$ cat config.mk
export PLATFORM = sky130hd
export DESIGN_NAME = calendar_to_epoch_seconds_core
export DESIGN_NICKNAME = d
export VERILOG_FILES = /design/src/design/c2e_pkg.sv /design/src/design/calendar_to_epoch_seconds_core.sv
export SDC_FILE = /design/constraint.sdc
export NUM_CORES = 1
export LEC_CHECK = 0
export BUFFER_PORTS_ARGS = -buffer_cell sky130_fd_sc_hd__buf_2
export CORE_MARGIN = 5
export CORE_UTILIZATION = 65
export DETAILED_ROUTE_END_ITERATION = 8
export HOLD_SLACK_MARGIN = 0.15
export PLACE_DENSITY = 0.85
export SETUP_SLACK_MARGIN = 0.1
export SLEW_MARGIN = 20
export SYNTH_ARGS = -nofsm -noshare
export SYNTH_HDL_FRONTEND = slang
export SYNTH_SLANG_ARGS = --single-unit
$ cat constraint.sdc
create_clock -name clk -period 13.58 [get_ports clk]
set_input_delay 2.716 -clock clk [delete_from_list [all_inputs] [get_ports clk]]
set_output_delay 2.716 -clock clk [all_outputs]
set_load 0.05 [all_outputs]
$ cat src/design/c2e_pkg.sv
package c2e_pkg;

    // Epoch year and the offset of the year field.
    localparam int BASE_YEAR_DEFAULT = 1970;
    localparam int YEAR_OFFSET       = 1900;

    // Field widths.
    localparam int YEAR_W    = 8;
    localparam int MONTH_W   = 4;
    localparam int DAY_W     = 5;
    localparam int HOUR_W    = 5;
    localparam int MINUTE_W  = 6;
    localparam int SECOND_W  = 6;
    localparam int ZONE_W    = 11;
    localparam int EPOCH_W   = 34;
    localparam int FULLYEAR_W = 12;
    localparam int FACTOR_W  = 6;

    // Stream word widths, padded to whole bytes.
    localparam int IN_DATA_W  = 40;
    localparam int OUT_DATA_W = 40;

    // Range limits and calendar constants.
    localparam int LAST_MONTH       = 11;
    localparam int LAST_DAY         = 31;
    localparam int ROLLOVER_HOUR    = 24;
    localparam int LAST_MINUTE      = 59;
    localparam int LAST_SECOND      = 59;
    localparam int MARCH_INDEX      = 2;
    localparam int DAYS_COMMON_YEAR = 365;
    localparam int DAYS_LEAP_YEAR   = 366;
    localparam int HOURS_PER_DAY    = 24;
    localparam int MINUTES_PER_HOUR = 60;
    localparam int SECONDS_PER_MIN  = 60;

    // Length of a month in a common year.
    function automatic logic [DAY_W-1:0] month_length(input logic [MONTH_W-1:0] month);
        logic [DAY_W-1:0] len;
        unique case (month)
            4'd1:                   len = 5'd28;
            4'd3, 4'd5, 4'd8, 4'd10: len = 5'd30;
            default:                len = 5'd31;
        endcase
        return len;
    endfunction

endpackage

$ cat src/design/calendar_to_epoch_seconds_core.sv
// An accepted input word runs through the year loop (none for years before BASE_YEAR),
// the month loop, the day, hour, minute, zone and second steps and ST_DONE; a range error goes straight to ST_DONE.
// One word at a time: s_tready is high only while the sequencer is idle, and the year loop
// runs through the shared multiply-add unit.
// Reset (rst_n low, asynchronous) empties the output register, returns the sequencer
// to idle and clears the zone offset to 0.
module calendar_to_epoch_seconds_core #(
    parameter int BASE_YEAR = c2e_pkg::BASE_YEAR_DEFAULT
) (
    input  logic                              clk,
    input  logic                              rst_n,

    // Zone offset register, minutes west of UTC, two's complement.
    input  logic                              cfg_we,
    input  logic [c2e_pkg::ZONE_W-1:0]        cfg_wdata,

    // Input stream.
    input  logic                              s_tvalid,
    output logic                              s_tready,
    // Fields from bit 0 up: year_since_1900[7:0], month_index[11:8], day_of_month[16:12],
    // hour_of_day[21:17], minute_of_hour[27:22], second_of_minute[33:28],
    // daylight_active[34], zero padding[39:35].
    input  logic [c2e_pkg::IN_DATA_W-1:0]     s_tdata,

    // Output stream.
    output logic                              m_tvalid,
    input  logic                              m_tready,
    // Fields from bit 0 up: epoch_seconds[33:0] (signed), zero padding[39:34].
    output logic [c2e_pkg::OUT_DATA_W-1:0]    m_tdata,
    // Fields from bit 0 up: range_error[0].
    output logic                              m_tuser
);

    localparam int EW = c2e_pkg::EPOCH_W;
    localparam int YW = c2e_pkg::FULLYEAR_W;
    localparam int FW = c2e_pkg::FACTOR_W;

    // The sequencer walks through the steps below. Every arithmetic step goes through
    // one multiply-add unit: acc = acc * factor + addend.
    typedef enum logic [3:0] {
        ST_IDLE,
        ST_YEAR,
        ST_MONTH,
        ST_DAY,
        ST_HOUR,
        ST_MIN,
        ST_ZONE,
        ST_SEC,
        ST_DONE
    } state_t;

    state_t                           state_reg, state_next;

    // Captured input fields.
    logic [YW-1:0]                    year_reg, year_next;
    logic [c2e_pkg::MONTH_W-1:0]      month_reg, month_next;
    logic [c2e_pkg::DAY_W-1:0]        day_reg, day_next;
    logic [c2e_pkg::HOUR_W-1:0]       hour_reg, hour_next;
    logic [c2e_pkg::MINUTE_W-1:0]     minute_reg, minute_next;
    logic [c2e_pkg::SECOND_W-1:0]     second_reg, second_next;
    logic                             dst_reg, dst_next;
    logic                             err_reg, err_next;

    // Loop counters and accumulator.
    logic [YW-1:0]                    ycnt_reg, ycnt_next;
    logic [c2e_pkg::MONTH_W-1:0]      mcnt_reg, mcnt_next;
    logic signed [EW-1:0]             acc_reg, acc_next;

    logic signed [c2e_pkg::ZONE_W-1:0] zone_reg, zone_next;

    logic                             m_tvalid_reg, m_tvalid_next;
    logic [EW-1:0]                    out_epoch_reg, out_epoch_next;
    logic                             out_err_reg, out_err_next;

    // Shared unit operands.
    logic [FW-1:0]                    factor;
    logic signed [EW-1:0]             addend;
    logic signed [EW-1:0]             alu_result;

    // Unpacked input fields.
    logic [c2e_pkg::YEAR_W-1:0]       in_year;
    logic [c2e_pkg::MONTH_W-1:0]      in_month;
    logic [c2e_pkg::DAY_W-1:0]        in_day;
    logic [c2e_pkg::HOUR_W-1:0]       in_hour;
    logic [c2e_pkg::MINUTE_W-1:0]     in_minute;
    logic [c2e_pkg::SECOND_W-1:0]     in_second;
    logic                             in_dst;
    logic                             in_bad;

    logic                             year_leap;
    logic                             hour_rolls;
    logic                             in_accept;

    assign in_year   = s_tdata[7:0];
    assign in_month  = s_tdata[11:8];
    assign in_day    = s_tdata[16:12];
    assign in_hour   = s_tdata[21:17];
    assign in_minute = s_tdata[27:22];
    assign in_second = s_tdata[33:28];
    assign in_dst    = s_tdata[34];

    // Any field out of its range makes the whole word an error.
    assign in_bad = (in_month > c2e_pkg::MONTH_W'(c2e_pkg::LAST_MONTH))
                 || (in_day == '0)
                 || (in_day > c2e_pkg::DAY_W'(c2e_pkg::LAST_DAY))
                 || (in_hour > c2e_pkg::HOUR_W'(c2e_pkg::ROLLOVER_HOUR))
                 || (in_minute > c2e_pkg::MINUTE_W'(c2e_pkg::LAST_MINUTE))
                 || (in_second > c2e_pkg::SECOND_W'(c2e_pkg::LAST_SECOND));

    assign s_tready  = (state_reg == ST_IDLE);
    assign in_accept = s_tvalid && s_tready;

    // Leap years follow the plain divisible-by-four rule.
    assign year_leap  = (year_reg[1:0] == 2'b00);
    assign hour_rolls = (hour_reg == c2e_pkg::HOUR_W'(c2e_pkg::ROLLOVER_HOUR));

    // The shared multiply-add unit. The factor is at most 60, so one narrow
    // multiplier serves every step.
    assign alu_result = acc_reg * $signed({1'b0, factor}) + addend;

    // Operand selection for the current step.
    always_comb
    begin
        factor = FW'(1);
        addend = '0;
        unique case (state_reg)
            ST_YEAR:
            begin
                addend = ycnt_reg[1:0] == 2'b00 ? EW'(c2e_pkg::DAYS_LEAP_YEAR)
                                                : EW'(c2e_pkg::DAYS_COMMON_YEAR);
            end
            ST_MONTH:
            begin
                addend = EW'(c2e_pkg::month_length(mcnt_reg));
            end
            ST_DAY:
            begin
                // Day counts from one; hour 24 adds the next day; a leap year
                // adds its extra day from March on.
                addend = EW'(day_reg) - EW'(1) + EW'(hour_rolls)
                       + EW'(year_leap && (month_reg >= c2e_pkg::MONTH_W'(c2e_pkg::MARCH_INDEX)));
            end
            ST_HOUR:
            begin
                factor = FW'(c2e_pkg::HOURS_PER_DAY);
                addend = hour_rolls ? '0 : EW'(hour_reg);
            end
            ST_MIN:
            begin
                factor = FW'(c2e_pkg::MINUTES_PER_HOUR);
                addend = EW'(minute_reg);
            end
            ST_ZONE:
            begin
                // The total is in minutes here, so the zone adds directly and
                // daylight saving takes off one hour of minutes.
                addend = EW'(zone_reg)
                       - (dst_reg ? EW'(c2e_pkg::MINUTES_PER_HOUR) : '0);
            end
            ST_SEC:
            begin
                factor = FW'(c2e_pkg::SECONDS_PER_MIN);
                addend = EW'(second_reg);
            end
            default:
            begin
                factor = FW'(1);
                addend = '0;
            end
        endcase
    end

    // Sequencer next state.
    always_comb
    begin
        state_next     = state_reg;
        year_next      = year_reg;
        month_next     = month_reg;
        day_next       = day_reg;
        hour_next      = hour_reg;
        minute_next    = minute_reg;
        second_next    = second_reg;
        dst_next       = dst_reg;
        err_next       = err_reg;
        ycnt_next      = ycnt_reg;
        mcnt_next      = mcnt_reg;
        acc_next       = acc_reg;
        zone_next      = cfg_we ? $signed(cfg_wdata) : zone_reg;
        m_tvalid_next  = m_tvalid_reg && !m_tready;
        out_epoch_next = out_epoch_reg;
        out_err_next   = out_err_reg;

        unique case (state_reg)
            ST_IDLE:
            begin
                if (in_accept)
                begin
                    year_next   = YW'(in_year) + YW'(c2e_pkg::YEAR_OFFSET);
                    month_next  = in_month;
                    day_next    = in_day;
                    hour_next   = in_hour;
                    minute_next = in_minute;
                    second_next = in_second;
                    dst_next    = in_dst;
                    err_next    = in_bad;
                    ycnt_next   = YW'(BASE_YEAR);
                    mcnt_next   = '0;
                    if (in_bad)
                    begin
                        acc_next   = '1;
                        state_next = ST_DONE;
                    end
                    else
                    begin
                        acc_next   = '0;
                        state_next = ST_YEAR;
                    end
                end
            end
            ST_YEAR:
            begin
                if (ycnt_reg < year_reg)
                begin
                    acc_next  = alu_result;
                    ycnt_next = ycnt_reg + YW'(1);
                end
                else
                begin
                    state_next = ST_MONTH;
                end
            end
            ST_MONTH:
            begin
                if (mcnt_reg < month_reg)
                begin
                    acc_next  = alu_result;
                    mcnt_next = mcnt_reg + c2e_pkg::MONTH_W'(1);
                end
                else
                begin
                    state_next = ST_DAY;
                end
            end
            ST_DAY:
            begin
                acc_next   = alu_result;
                state_next = ST_HOUR;
            end
            ST_HOUR:
            begin
                acc_next   = alu_result;
                state_next = ST_MIN;
            end
            ST_MIN:
            begin
                acc_next   = alu_result;
                state_next = ST_ZONE;
            end
            ST_ZONE:
            begin
                acc_next   = alu_result;
                state_next = ST_SEC;
            end
            ST_SEC:
            begin
                acc_next   = alu_result;
                state_next = ST_DONE;
            end
            ST_DONE:
            begin
                // Hand the result over once the output register is free.
                if (!m_tvalid_reg || m_tready)
                begin
                    m_tvalid_next  = 1'b1;
                    out_epoch_next = acc_reg;
                    out_err_next   = err_reg;
                    state_next     = ST_IDLE;
                end
            end
            default:
            begin
                state_next = ST_IDLE;
            end
        endcase
    end

    always_ff @(posedge clk or negedge rst_n)
    begin
        if (!rst_n)
        begin
            state_reg    <= ST_IDLE;
            zone_reg     <= '0;
            m_tvalid_reg <= 1'b0;
        end
        else
        begin
            state_reg    <= state_next;
            zone_reg     <= zone_next;
            m_tvalid_reg <= m_tvalid_next;
        end
    end

    // Payload registers carry no reset.
    always_ff @(posedge clk)
    begin
        year_reg      <= year_next;
        month_reg     <= month_next;
        day_reg       <= day_next;
        hour_reg      <= hour_next;
        minute_reg    <= minute_next;
        second_reg    <= second_next;
        dst_reg       <= dst_next;
        err_reg       <= err_next;
        ycnt_reg      <= ycnt_next;
        mcnt_reg      <= mcnt_next;
        acc_reg       <= acc_next;
        out_epoch_reg <= out_epoch_next;
        out_err_reg   <= out_err_next;
    end

    assign m_tvalid = m_tvalid_reg;
    assign m_tdata  = {{(c2e_pkg::OUT_DATA_W-EW){1'b0}}, out_epoch_reg};
    assign m_tuser  = out_err_reg;

endmodule
# == Yosys cells after proc, flatten, opt, wreduce, memory -nomap -nowiden ==
# Cells that the tools add are included.
# word_totals
output_inout_bits,43
regBits,141
in_bits,56
# op_classes
n_eq_ne,20
magnitude_cmp,8
n_addsub,8
muxes,25
n_reduce_logical,27
mul,1
# op_table
op,n
$pmux W34 S7,1
$mux W34,4
$pmux W34 S4,1
$pmux W4 S9,1
$add A34 B34 Y34,1
$mul A34 B7 Y34,1
$mux W4,7
$mux W12,2
$pmux W12 S2,1
$eq A4 B3 Y1 const B,5
$add A12 B1 Y12 const B,1
$add A8 B11 Y12 const B,1
$eq A4 B2 Y1 const B,3
$eq A4 B4 Y1 const B,3
$gt A6 B6 Y1 const B,2
$lt A12 B12 Y1,1
$pmux W6 S2,1
$sub A11 B7 Y12,1
$gt A5 B5 Y1 const B,2
$ne A2 B2 Y1 const B,5
$add A7 B2 Y8,1
$eq A4 B1 Y1 const B,2
$pmux W4 S2,1
$reduce_and A4 Y1,2
other kinds (26),39

# == Depth between registers and ports, before layout ==
# depth
ltp_word,9
depth_mapped,25
ltp_nobuf,25

# == Least setup slack after synthesis ==
# OpenSTA, ideal clock, no wires.
# synth_timing
path_kind,flip-flop to flip-flop
startpoint,register dst_reg
endpoint,"register acc_reg[31], data pin"
path_buffers,0
setup_ps,270
t_required_ps,13310
path_slack_ps,5750
arrival_time_ps,7559
path_stages_with_launch,21
cell_sequence,edfxtp_1 > inv_1 > ha_1 > nor2b_1 > o21ai_0 > a31oi_1 > o21ai_0 > inv_1 > fa_1 > fa_1 > fa_1 > inv_1 > ha_1 > nand2_1 > nor2_1 > o2bb2ai_1 > a31o_1 > o31ai_4 > o21ai_2 > xnor2_1 > o21ai_1
# synth_via
elab_chain_cells,6
elab_cells_between_ends,7
cone_classes,add/sub (2); mux (5)
# synth_rtl
item,line_no,rtl
"start, declared",calendar_to_epoch_seconds_core.sv:61,"logic dst_reg, dst_next;"
"start signal, assigned",calendar_to_epoch_seconds_core.sv:312,dst_reg <= dst_next;
$mux W6 *,calendar_to_epoch_seconds_core.sv:158,- (dst_reg ? EW'(c2e_pkg::MINUTES_PER_HOUR) : '0);
$sub A11 B7 Y12 *,calendar_to_epoch_seconds_core.sv:158,
$pmux W34 S7 *,calendar_to_epoch_seconds_core.sv:126,unique case (state_reg)
$add A34 B34 Y34 *,calendar_to_epoch_seconds_core.sv:119,"assign alu_result = acc_reg * $signed({1'b0, factor}) + addend;"
$mux W34 (on tied branches),"calendar_to_epoch_seconds_core.sv:234, calendar_to_epoch_seconds_core.sv:222",
$pmux W34 S4 *,calendar_to_epoch_seconds_core.sv:193,unique case (state_reg)
via acc_next[31],calendar_to_epoch_seconds_core.sv:67,"logic signed [EW-1:0] acc_reg, acc_next;"
"end signal, assigned",calendar_to_epoch_seconds_core.sv:316,acc_reg <= acc_next;
"end, declared",calendar_to_epoch_seconds_core.sv:67,
# The timed path passes the listed nets; every way through them passes the cells marked *. The select of a mux whose other input is x is not followed.
# A chain may end at the register's enable or synchronous reset.

# == Final worst setup path ==
# layout_timing
startpoint,register state_reg[1]
endpoint,"register acc_reg[32], data pin"
# layout_via
elab_chain_cells,7
elab_cells_between_ends,17
cone_classes,add/sub (1); mul (1); eq/ne (7); mux (5); reduce/logical (3)
# layout_rtl
item,line_no,rtl
"start, declared",calendar_to_epoch_seconds_core.sv:52,"state_t state_reg, state_next;"
"start signal, assigned",calendar_to_epoch_seconds_core.sv:297,state_reg <= state_next;
$eq A4 B3 Y1,"calendar_to_epoch_seconds_core.sv:126, calendar_to_epoch_seconds_core.sv:193",
$reduce_or A2 Y1 (no source line),-,
$pmux W6 S2,calendar_to_epoch_seconds_core.sv:126,
$mul A34 B7 Y34,calendar_to_epoch_seconds_core.sv:119,
$add A34 B34 Y34,calendar_to_epoch_seconds_core.sv:119,
$mux W34 (on tied branches),"calendar_to_epoch_seconds_core.sv:234, calendar_to_epoch_seconds_core.sv:222",
$pmux W34 S4 *,calendar_to_epoch_seconds_core.sv:193,
via acc_next[32],calendar_to_epoch_seconds_core.sv:67,
# Marked as above.

==> metrics.txt <==
outcome finished clean; Worst Setup Start Kind register; hold_buf cts 0; initial antenna violation count 1; Die H 149 um; Via density 5.83; H-tree Lvls 4; routed len/inst 17.6 um; vias in the first global route 9483; leak pwr 6.23 nW; Die Wd 149 um; Max VDD drop 0.0847 mV; share of the synthesized area in the top cell type 0.299; GRT Util Overall 0.264; total power per unit cell area 69.5 nW/um^2; WS Path Type register to register; CTS tree done; nets 1583; synth unique cells 64; port buffer count 87; relative max-transition margin 0.357; Synth Cell Area 12500 um^2; 1st-pass router iterations 5; die area 22200 um^2; CP Capture Type register; proportion of layout cells with a drive suffix above 1 0.123; commonest cells in the netlist 234 x inv_1, 127 x ha_1, 125 x edfxtp_1; required time worst endpoint 13.70 ns; Residual DRC 0; initial core utilization 0.666; vias 9074; post-route ant nets 0; clock buffer depth 2; # diodes 0; min Tclk post-route 7.12 ns; IO Count 99; synth warn 0; cell accounting for the most synthesized area edfxtp_1; Mean Syn Cell Area 10.4 um^2; #FFs+latches synth 141; Seq/Total Area, Yosys 0.331; Slew @ Worst Pin 0.962 ns; Post-CTS Resized 0; top cells by area, synth edfxtp_1 30%, fa_1 19%, ha_1 13%; clk root buf clkbuf_16; core area 18800 um^2; achievable frequency 141 MHz; GP Congestion 0.882; Worst Skew 0.0116 ns; Final HPWL DP 20500 um; final setup TNS 0 ns; Max Cap Violations 0; max-slew violations 0; final cycle utilization of the critical path 0.524; Layout fillers 1277; largest net degree at the start of global routing 65; worst hold path type register to register; Num CTS Buffers 17; crit path max fanout 22; First DRT Iteration DRCs 754; first-pass GRT wire length 46300 um; main flop type after synthesis edfxtp_1; Syn-to-layout area delta 9.76%; Post-Synthesis Cells 1207; Post-CTS Setup Bufs 0; worst hold margin 0.432 ns; final wirelength 27400 um; Clk pin slew, worst setup/hold paths 0.07 ns; row count 50; Final Hold Fails 0; cell with the most instances after synthesis inv_1; Num Clock Sinks 141; number of flops mapped to enable cells by yosys 125; Post-synth ARST share 0.113; final setup fails 0; RSZ-0062 raised after global routing false; Clock Latency Late Sink 0.44 ns; grt ovf 0; Arr. time, crit path 7.24 ns
## worst max-delay path, stage by stage, from the launching register on
cell and delay (ns):
dfrtp_1 0.77, nand2b_1 0.67, buf_4 0.45, nor2_1 0.26
inv_1 0.17, o21ai_2 0.15, buf_4 0.40, fa_1 0.48
inv_1 0.08, fa_1 0.44, fa_1 0.55, inv_1 0.04
ha_1 0.37, and3_4 0.23, a221o_1 0.36, a31oi_1 0.21
nand3_1 0.18, o31ai_2 0.25, o21ai_2 0.14, a311oi_2 0.30
xor2_1 0.19, o21ai_1 0.09
## where the power goes
group          internal (mW)  total [mW]  switching (mW)
registers              0.471       0.474         0.00328
logic                 0.0142      0.0316          0.0174
clock network          0.240       0.452           0.211
total                  0.726       0.958           0.232
## through the flow
step	instances	worst slack, ns	power [mW]	area [um^2]	utilization
after floorplan	1212	5.75	0.502	12600	-
after global placement	1524	6.82	0.514	13200	0.702
after detailed placement	1524	6.72	0.515	13200	0.702
after CTS	1556	6.67	0.960	13800	0.731
after global routing	1556	6.15	0.984	13800	0.731
final	1556	6.46	0.958	13800	0.731
## cell usage in the layout, fill, tap and decap left out, types with 23 or more instances in the layout
| cell | count |
|---|---|
| a21oi_1 | 40 |
| and2_1 | 27 |
| and3_1 | 70 |
| buf_2 | 87 |
| edfxtp_1 | 125 |
| fa_1 | 117 |
| ha_1 | 127 |
| inv_1 | 234 |
| nand2_1 | 49 |
| nand3_1 | 23 |
| nor2_1 | 55 |
| o21ai_0 | 45 |
| xnor2_1 | 30 |
| xor2_1 | 32 |
## routing by layer
layer	routed length, um	part of all wire	global-route usage	vias up
li1	-	-	-	4182
met3	1740	0.063	0.0401	64
met2	14100	0.51	0.457	350
met4	813	0.030	0.0947	0
met5	0	0	0	-
met1	10800	0.39	0.338	4478
## logic make-up after synthesis
family / after synthesis / share of synthesized area
xor+xnor: 62 / 0.0433
compound gates: 176 / 0.0922
simple gates: 291 / 0.122
flops: 141 / 0.331
fa+ha+maj: 244 / 0.313
other cells: 1 / 0.000299
buf+inv: 278 / 0.0853
mux: 14 / 0.0122
## area by class of cell
class | instances | area (um^2) | share of cell area
tap | 260 | 325 | 0.0236
sequential | 141 | 4150 | 0.302
clock buffer | 17 | 425 | 0.0309
multi-input combinational | 793 | 7360 | 0.534
timing repair buffer | 96 | 503 | 0.0365
inverter | 234 | 878 | 0.0638
clock inverter | 15 | 126 | 0.00917
## path summary, 6_finish.rpt
check | startpoint | to | slack, ns | cells past startpoint
min in group asynchronous | rst_n | zone_reg[8]$_DFFE_PN0P_ | 2.18 | 1
max in group asynchronous | rst_n | state_reg[0]$_DFFE_PN0P_ | 11.14 | 1
worst max register to register | state_reg[1]$_DFFE_PN0P_ | acc_reg[32]$_DFFE_PP_ | 6.46 | 21
worst min-delay path | err_reg$_DFFE_PP_ | m_tuser$_DFFE_PP_ | 0.43 | 0
worst min register to register | err_reg$_DFFE_PP_ | m_tuser$_DFFE_PP_ | 0.43 | 0
worst max-delay path | state_reg[1]$_DFFE_PN0P_ | acc_reg[32]$_DFFE_PP_ | 6.46 | 21
Note: power is estimated with default switching activity, not from simulation.
